--- config.mk ---
export PLATFORM = sky130hd
export DESIGN_NAME = bounded_array_list_engine
export DESIGN_NICKNAME = d
export VERILOG_FILES = /design/src/hw/rtl/blal_pkg.sv /design/src/hw/rtl/blal_mem.sv /design/src/hw/rtl/blal_cmp.sv /design/src/hw/rtl/bounded_array_list_engine.sv
export SDC_FILE = /design/constraint.sdc
export NUM_CORES = 2
export LEC_CHECK = 0
export ABC_AREA = 1
export BUFFER_PORTS_ARGS = -buffer_cell sky130_fd_sc_hd__buf_2
export CAP_MARGIN = 20
export CORE_ASPECT_RATIO = 0.75
export CORE_MARGIN = 3
export CORE_UTILIZATION = 45
export CTS_CLUSTER_SIZE = 24
export DETAILED_ROUTE_END_ITERATION = 8
export PLACE_DENSITY_LB_ADDON = 0.15
export SLEW_MARGIN = 40
export SYNTH_ARGS = -nofsm -noshare
export SYNTH_HDL_FRONTEND = slang
export SYNTH_SLANG_ARGS = --single-unit
--- constraint.sdc ---
create_clock -name clk -period 17.42 [get_ports clk]
set_input_delay 1.742 -clock clk [delete_from_list [all_inputs] [get_ports clk]]
set_output_delay 1.742 -clock clk [all_outputs]
set_load 0.02 [all_outputs]
--- src/hw/rtl/blal_pkg.sv ---
// shared types and constants for the bounded array list engine
// request and result beats, operation codes, sequencer states
// no dependencies
`default_nettype none

package blal_pkg;

  typedef enum logic [3:0] {
    FN_APPEND = 4'd0,
    FN_INSERT = 4'd1,
    FN_PEEK   = 4'd2,
    FN_FIND   = 4'd3,
    FN_RMKEY  = 4'd4,
    FN_COUNT  = 4'd5,
    FN_RMIDX  = 4'd6,
    FN_MAX    = 4'd7,
    FN_MIN    = 4'd8
  } blal_func_t;

  typedef enum logic [2:0] {
    ST_IDLE,
    ST_SCAN,
    ST_UP,
    ST_DN,
    ST_PUT,
    ST_FIN
  } blal_state_t;

  localparam logic [6:0] CAP_RESET = 7'd64;

  typedef struct packed {
    logic [3:0]         func;
    logic signed [31:0] value;
    logic [6:0]         index;
  } blal_req_t;

  typedef struct packed {
    logic               ok;
    logic signed [31:0] item_value;
    logic [5:0]         position;
    logic [6:0]         match_count;
    logic [6:0]         item_count;
    logic               is_full;
    logic               is_empty;
  } blal_rsp_t;

  typedef struct packed {
    logic eq;
    logic gt;
    logic lt;
  } blal_cmp_t;

endpackage

`default_nettype wire

--- src/hw/rtl/blal_mem.sv ---
// item store: one write port, one read port with registered read data
// depends on nothing
`default_nettype none

module blal_mem #(
  parameter int DEPTH = 64,
  parameter int AW    = 6
) (
  input  wire logic              clk,
  input  wire logic              we,
  input  wire logic [AW-1:0]     waddr,
  input  wire logic [31:0]       wdata,
  input  wire logic [AW-1:0]     raddr,
  output logic      [31:0]       rdata
);

  logic [31:0] mem [DEPTH];

  always_ff @(posedge clk) begin
    if (we) begin
      mem[waddr] <= wdata;
    end
    rdata <= mem[raddr];
  end

endmodule

`default_nettype wire

--- src/hw/rtl/blal_cmp.sv ---
// shared compare unit: equality and signed ordering of one stored entry
// uses blal_pkg for the flag struct
`default_nettype none

module blal_cmp (
  input  wire logic signed [31:0] a,
  input  wire logic signed [31:0] b,
  output blal_pkg::blal_cmp_t     flags
);

  always_comb begin
    flags.eq = (a == b);
    flags.gt = (a > b);
    flags.lt = (a < b);
  end

endmodule

`default_nettype wire

--- src/hw/rtl/bounded_array_list_engine.sv ---
// top level: sequencer that walks the item store one entry per cycle
// uses blal_pkg, blal_mem, blal_cmp
//
// channel   signals                    beat
// req       req_valid/req_ready/req    one operation (func, value, index)
// rsp       rsp_valid/rsp_ready/rsp    one result per operation
// cfg       cfg_we/cfg_wdata           capacity limit write, no handshake
//
// steps from accept to result: peek reads the first entry, search/count/max/min read
// every entry, remove at index shifts the later entries down, remove by key searches
// then shifts down, insert shifts entries up from the rear then writes, append writes at
// the rear, rejected or unknown operations go to the result. the single store read port takes one entry a cycle.
// reset (rst, synchronous) empties the list and sets capacity to 64, no clearing pass.
// req_ready is high only while idle; a finished result waits in the rsp register.
`default_nettype none

module bounded_array_list_engine #(
  parameter int DEPTH = 64
) (
  input  wire logic                clk,
  input  wire logic                rst,
  input  wire logic                req_valid,
  output logic                     req_ready,
  input  wire blal_pkg::blal_req_t req,
  output logic                     rsp_valid,
  input  wire logic                rsp_ready,
  output blal_pkg::blal_rsp_t      rsp,
  input  wire logic                cfg_we,
  input  wire logic [6:0]          cfg_wdata
);

  localparam int AW = (DEPTH > 1) ? $clog2(DEPTH) : 1;
  localparam int CW = $clog2(DEPTH + 1);

  blal_pkg::blal_state_t state, state_next;
  blal_pkg::blal_req_t   op, op_next;
  blal_pkg::blal_rsp_t   rsp_next;
  logic                  rsp_valid_next;
  logic [6:0]            cap;
  logic [CW-1:0]         count, count_next;
  logic [CW-1:0]         j, j_next;
  logic [CW-1:0]         endp, endp_next;
  logic [CW-1:0]         pa, pa_next;
  logic [CW-1:0]         posr, posr_next;
  logic [CW-1:0]         match_cnt, match_cnt_next;
  logic                  pend, pend_next;
  logic                  found, found_next;
  logic                  okf, okf_next;
  logic signed [31:0]    best, best_next;

  logic                  mem_we;
  logic [AW-1:0]         mem_waddr, mem_raddr;
  logic [31:0]           mem_wdata, rdata;
  blal_pkg::blal_cmp_t   flags;
  logic signed [31:0]    cmp_b;

  logic [31:0]           eff_cap, count32, p32;
  logic [CW-1:0]         ins_pos;
  logic                  is_minmax, key_fn;

  blal_mem #(.DEPTH(DEPTH), .AW(AW)) u_mem (
    .clk   (clk),
    .we    (mem_we),
    .waddr (mem_waddr),
    .wdata (mem_wdata),
    .raddr (mem_raddr),
    .rdata (rdata)
  );

  assign is_minmax = (op.func == blal_pkg::FN_MAX) || (op.func == blal_pkg::FN_MIN);
  assign key_fn    = (op.func == blal_pkg::FN_FIND) || (op.func == blal_pkg::FN_RMKEY) ||
                     (op.func == blal_pkg::FN_COUNT);
  assign cmp_b     = is_minmax ? best : op.value;

  blal_cmp u_cmp (
    .a     (rdata),
    .b     (cmp_b),
    .flags (flags)
  );

  assign count32 = 32'(count);
  assign eff_cap = (32'(cap) > 32'(DEPTH)) ? 32'(DEPTH) : 32'(cap);
  assign p32     = (req.func == blal_pkg::FN_APPEND) ? count32 : 32'(req.index);
  assign ins_pos = CW'(p32);
  assign req_ready = (state == blal_pkg::ST_IDLE);

  always_ff @(posedge clk) begin
    if (rst) begin
      state     <= blal_pkg::ST_IDLE;
      count     <= '0;
      cap       <= blal_pkg::CAP_RESET;
      rsp_valid <= 1'b0;
      pend      <= 1'b0;
    end else begin
      state     <= state_next;
      count     <= count_next;
      rsp_valid <= rsp_valid_next;
      pend      <= pend_next;
      if (cfg_we) begin
        cap <= cfg_wdata;
      end
    end
    op        <= op_next;
    rsp       <= rsp_next;
    j         <= j_next;
    endp      <= endp_next;
    pa        <= pa_next;
    posr      <= posr_next;
    match_cnt <= match_cnt_next;
    found     <= found_next;
    okf       <= okf_next;
    best      <= best_next;
  end

  always_comb begin
    state_next     = state;
    op_next        = op;
    rsp_next       = rsp;
    rsp_valid_next = rsp_valid;
    count_next     = count;
    j_next         = j;
    endp_next      = endp;
    pa_next        = pa;
    posr_next      = posr;
    match_cnt_next = match_cnt;
    pend_next      = 1'b0;
    found_next     = found;
    okf_next       = okf;
    best_next      = best;
    mem_we         = 1'b0;
    mem_waddr      = pa[AW-1:0];
    mem_wdata      = rdata;
    mem_raddr      = j[AW-1:0];

    if (rsp_valid && rsp_ready) begin
      rsp_valid_next = 1'b0;
    end

    case (state)
      blal_pkg::ST_IDLE: begin
        if (req_valid) begin
          op_next        = req;
          j_next         = '0;
          found_next     = 1'b0;
          okf_next       = 1'b0;
          match_cnt_next = '0;
          posr_next      = '0;
          best_next      = '0;
          case (req.func)
            blal_pkg::FN_APPEND, blal_pkg::FN_INSERT: begin
              if (count32 >= eff_cap || p32 > count32) begin
                state_next = blal_pkg::ST_FIN;
              end else begin
                posr_next  = ins_pos;
                j_next     = count;
                state_next = (count == ins_pos) ? blal_pkg::ST_PUT : blal_pkg::ST_UP;
              end
            end
            blal_pkg::FN_PEEK, blal_pkg::FN_FIND, blal_pkg::FN_RMKEY, blal_pkg::FN_COUNT,
            blal_pkg::FN_MAX, blal_pkg::FN_MIN: begin
              endp_next  = (req.func == blal_pkg::FN_PEEK) ? CW'(count != '0) : count;
              state_next = blal_pkg::ST_SCAN;
            end
            blal_pkg::FN_RMIDX: begin
              if (32'(req.index) < count32) begin
                posr_next  = CW'(32'(req.index));
                j_next     = CW'(32'(req.index));
                state_next = blal_pkg::ST_DN;
              end else begin
                state_next = blal_pkg::ST_FIN;
              end
            end
            default: begin
              state_next = blal_pkg::ST_FIN;
            end
          endcase
        end
      end

      blal_pkg::ST_SCAN: begin
        if (j < endp) begin
          pend_next = 1'b1;
          pa_next   = j;
          j_next    = j + 1'b1;
        end
        if (pend) begin
          if (flags.eq && !is_minmax) begin
            match_cnt_next = match_cnt + 1'b1;
            if (!found) begin
              found_next = 1'b1;
              posr_next  = pa;
            end
          end
          // first entry seeds the running max/min
          if (pa == '0 || (op.func == blal_pkg::FN_MAX && flags.gt) ||
              (op.func == blal_pkg::FN_MIN && flags.lt)) begin
            best_next = rdata;
          end
        end
        if (j >= endp && !pend) begin
          if (op.func == blal_pkg::FN_RMKEY) begin
            if (found) begin
              j_next     = posr;
              state_next = blal_pkg::ST_DN;
            end else begin
              state_next = blal_pkg::ST_FIN;
            end
          end else begin
            okf_next   = key_fn ? found : (endp != '0);
            state_next = blal_pkg::ST_FIN;
          end
        end
      end

      blal_pkg::ST_DN: begin
        if (j < count) begin
          pend_next = 1'b1;
          pa_next   = j;
          j_next    = j + 1'b1;
        end
        if (pend) begin
          if (pa == posr) begin
            best_next = rdata;
          end else begin
            mem_we    = 1'b1;
            mem_waddr = AW'(pa - 1'b1);
          end
        end
        if (j >= count && !pend) begin
          count_next = count - 1'b1;
          okf_next   = 1'b1;
          found_next = 1'b1;
          state_next = blal_pkg::ST_FIN;
        end
      end

      blal_pkg::ST_UP: begin
        mem_raddr = AW'(j - 1'b1);
        if (j > posr) begin
          pend_next = 1'b1;
          pa_next   = j - 1'b1;
          j_next    = j - 1'b1;
        end
        if (pend) begin
          mem_we    = 1'b1;
          mem_waddr = AW'(pa + 1'b1);
        end
        if (j == posr && !pend) begin
          state_next = blal_pkg::ST_PUT;
        end
      end

      blal_pkg::ST_PUT: begin
        mem_we     = 1'b1;
        mem_waddr  = posr[AW-1:0];
        mem_wdata  = op.value;
        count_next = count + 1'b1;
        okf_next   = 1'b1;
        state_next = blal_pkg::ST_FIN;
      end

      blal_pkg::ST_FIN: begin
        if (!rsp_valid || rsp_ready) begin
          rsp_next.ok          = okf;
          rsp_next.item_value  = '0;
          rsp_next.position    = '0;
          rsp_next.match_count = '0;
          if (okf) begin
            case (op.func)
              blal_pkg::FN_PEEK, blal_pkg::FN_MAX, blal_pkg::FN_MIN,
              blal_pkg::FN_RMIDX: rsp_next.item_value = best;
              blal_pkg::FN_FIND, blal_pkg::FN_RMKEY: rsp_next.item_value = op.value;
              default: rsp_next.item_value = '0;
            endcase
            if (key_fn) begin
              rsp_next.position = 6'(posr);
            end
          end
          if (op.func == blal_pkg::FN_COUNT) begin
            rsp_next.match_count = 7'(match_cnt);
          end
          rsp_next.item_count = 7'(count);
          rsp_next.is_full    = (count32 >= eff_cap);
          rsp_next.is_empty   = (count == '0);
          rsp_valid_next      = 1'b1;
          state_next          = blal_pkg::ST_IDLE;
        end
      end

      default: begin
        state_next = blal_pkg::ST_IDLE;
      end
    endcase
  end

  a_count_bound: assert property (@(posedge clk) disable iff (rst)
    32'(count) <= 32'(DEPTH))
    else $error("item count above store depth");

  a_accept_leaves_idle: assert property (@(posedge clk) disable iff (rst)
    req_valid && req_ready |=> state != blal_pkg::ST_IDLE)
    else $error("accepted request did not start the sequencer");

  a_put_grows: assert property (@(posedge clk) disable iff (rst)
    state == blal_pkg::ST_PUT |=> count == $past(count) + 1'b1)
    else $error("insert did not grow the list");

endmodule

`default_nettype wire
==> results.ini <==
[hold_path]
hold_class=reg -> reg
hold_path.startpoint=cap[0]

[floorplan]
initial_core_util_pct=45.5
die_area_um2=215000
coreArea_um2=207000
die_y_um=402
die_w_um=534
row_count=144
boundaryPins=112

[pwr]
p_total_mw=20.1
pwr-share-clk_pct=23.5
p_switching_mw=8.34
seq_power_share_pct=37.9
peakVddDrop_mv=0.194
sw_frac_of_total_pct=41.5
p_comb_share_pct=38.6
p_per_area_nw_per_um2=190
p_leak_nw=38.3
intPower_mw=11.8

[synth]
async_flop_share_pct=0
yosys-top-cells-area=edfxtp_1 70%, nand2_1 11%, nand3_1 8.8%
synth_flop_cell=edfxtp_1
syn_area_um2=94100
synth_compound_area_share_pct=2.51
synth-simple-area-share_pct=21.5
synth.most_common_cell=nand2_1
synth-xor-area-share_pct=0.102
synth.distinct_cells=52
synth-edff-count=2208
yosysTopAreaCellShare_pct=70.5
synth_mux_area_share_pct=0.0106
synthAdderAreaFrac_pct=1.14
synth_top_family_by_area=simple AND/OR/NAND/NOR gates
avgSynthCellArea_um2=11.4
synth_top_cell_by_area=edfxtp_1
yosysWarnings=0
synth_cells=8240
synthTopCellsByCount=2781 x nand2_1, 2208 x edfxtp_1, 1658 x nand3_1
ys_seq_area_share_pct=71.6
ys_ff_latch=2259
synth_nets=8380

[global_route]
grt_usage_pct=26.9
grt_max_degree=168
gr-total-overflow=0
grt_pass1_wl_um=428000
antenna_found_initial=15
grt_pass1_vias=60497

[finish]
fin_util_pct=51.2
final_cells=11229
nets=8414
drive_gt1_share_pct=9.10
fillCellCount=17960
final_area_um2=106000
syn2layout_area_growth_pct=12.5

[timing]
period_share_pct=38.6
slew-limit-headroom_pct=29.0
layout_min_cycle_time_ns=6.73
maxSlewViolCount=0
worst_slack_ns=10.69
max_freq_mhz=149
worst_pin_slew_ns=1.06
skew_ns=0.0730
finalSetupViolations=0
finalHoldViolCount=0
hold_ws_ns=0.509
rsz0062_at_grt=no
finalSetupTns_ns=0

[detailed_routing]
route.detailed.wl_per_inst_um=26.3
routed_via_density=5.77
ant_nets=0
vias=64742
routed_wl_um=295000
drtIter0Drc=8617
drtPass1Iterations=6
drc=0

[cts]
cts_setup_buffers=0
clk_pin_slew_ns=0.06
root_buffer=clkbuf_16
hold_buffers=0
cts_sinks=2259
tritoncts=done
cts.htree.levels=4
cts_resized=0
cts_max_path_buffers=4
numCtsBuffers=220
clock_latency_ns=0.90

[placed_design]
gp_congestion=0.879
dp_hpwl_um=160000
place.port_buffers=111
place_ws_ns=10.80
post-place-cells=10820
placed_cell_area_um2=98700

[outcome]
status=finished clean

[setup_path]
rr_startpoint=state[1]
slowest_stage=inv_12
worstSetupStartpoint=state[1]
critPathMaxStageDelay_ns=0.60
crit_chain=inv_2 > nor3_4 > buf_4 > ha_4 > inv_12 > buf_12 > buf_16 > buf_12 > buf_16 > buf_16 > buf_12 > buf_4 > buf_12 > nand2_1 > nand3_1 > nand3_1 > nand2_1 > nand2_1 > nand3_1 > o211ai_1 > nand2_1
worstPathRequired_ns=18.19
cp-end-kind=flip-flop
path_class=reg -> reg
arrival_ns=7.50
crit_path_start_kind=flip-flop
cp_max_fo=167

[run]
drv_cap=0

-- sequential cells by signal, indices dropped and copies added, names as in the netlist, 32 cells and up --
register and cells:
best 32, u_mem.mem 2048, u_mem.rdata 32, op 36, rsp 55
-- worst max-delay path: cells and delay by family (launching register included) --
kind | cells | cell delay [ns]
buffers and inverters | 11 | 4.11
and+or+nand+nor | 8 | 0.89
AOI/OAI and AO/OA | 1 | 0.15
adders and majority gates | 1 | 0.45
DFF | 1 | 0.57
-- routing by layer --
| layer | track usage, % | wire [um] |
|---|---|---|
| met1 | 40.4 | 127000 |
| met2 | 40.1 | 129000 |
| met3 | 4.28 | 28900 |
| met4 | 8.18 | 10200 |
| met5 | 0 | 13 |
-- power by group through the flow --
| stage | Sequential (mW) | Combinational (mW) | Clock, mW |
|---|---|---|---|
| final | 7.62 | 7.77 | 4.72 |
| after global routing | 7.63 | 8.35 | 4.99 |
| after CTS | 7.63 | 7.60 | 4.78 |
| after global placement | 7.75 | 7.39 | 0 |
| after detailed placement | 7.74 | 7.57 | 0 |
| after floorplan | 7.77 | 4.28 | 0 |
-- path summary, 6_finish.rpt --
| path | cells past startpoint | slack, ns | endpoint |
|---|---|---|---|
| max | 21 | 10.69 | u_mem.rdata[14] |
| min | 2 | 0.51 | cap[0] |
| max reg2reg | 21 | 10.69 | u_mem.rdata[14] |
| min reg2reg | 2 | 0.51 | cap[0] |
-- cell families (layout without fill, tap and decap cells) --
| family | count (synthesis) | count (layout) |
|---|---|---|
| other | 0 | 5 |
| AOI/OAI and AO/OA | 402 | 402 |
| DFF | 2259 | 2259 |
| muxes | 1 | 1 |
| buffers and inverters | 734 | 944 |
| and+or+nand+nor | 4748 | 4748 |
| xor gates and xnor gates | 11 | 11 |
| adders and majority gates | 85 | 85 |
-- layout by cell type (no fill, tap or decap), types with 8 or more instances in the layout --
cell type | synthesis | routed
buf_12 | 0 | 19
ha_1 | 84 | 83
buf_4 | 18 | 116
nor2_4 | 4 | 70
nand2_2 | 9 | 8
nand2_1 | 2781 | 2779
dfxtp_1 | 51 | 51
clkbuf_8 | 0 | 11
clkinv_2 | 0 | 46
buf_2 | 165 | 111
o21ai_4 | 0 | 36
bufinv_16 | 0 | 19
nand3_1 | 1658 | 1658
a21oi_1 | 132 | 132
buf_6 | 0 | 38
o211ai_1 | 71 | 71
o21ai_0 | 125 | 93
nor2_1 | 227 | 162
inv_2 | 17 | 17
clkbuf_16 | 0 | 222
nor3_1 | 11 | 11
nand4_1 | 24 | 24
o21a_1 | 8 | 8
o22ai_1 | 37 | 37
inv_1 | 235 | 232
clkinv_1 | 0 | 45
clkbuf_1 | 275 | 45
edfxtp_1 | 2208 | 2208
-- cell type report --
| cell class | instances | area (um^2) | area share (%) |
|---|---|---|---|
| Antenna cell | 5 | 12.5 | 0.0118 |
| Clock buffer | 278 | 5880 | 5.55 |
| Clock inverter | 120 | 1080 | 1.02 |
| Inverter | 252 | 968 | 0.915 |
| Multi-Input combinational cell | 5247 | 24700 | 23.3 |
| Sequential cell | 2259 | 67300 | 63.6 |
| Tap cell | 2774 | 3470 | 3.28 |
| Timing Repair Buffer | 294 | 2450 | 2.32 |
Note: power is estimated with default switching activity, not from simulation.
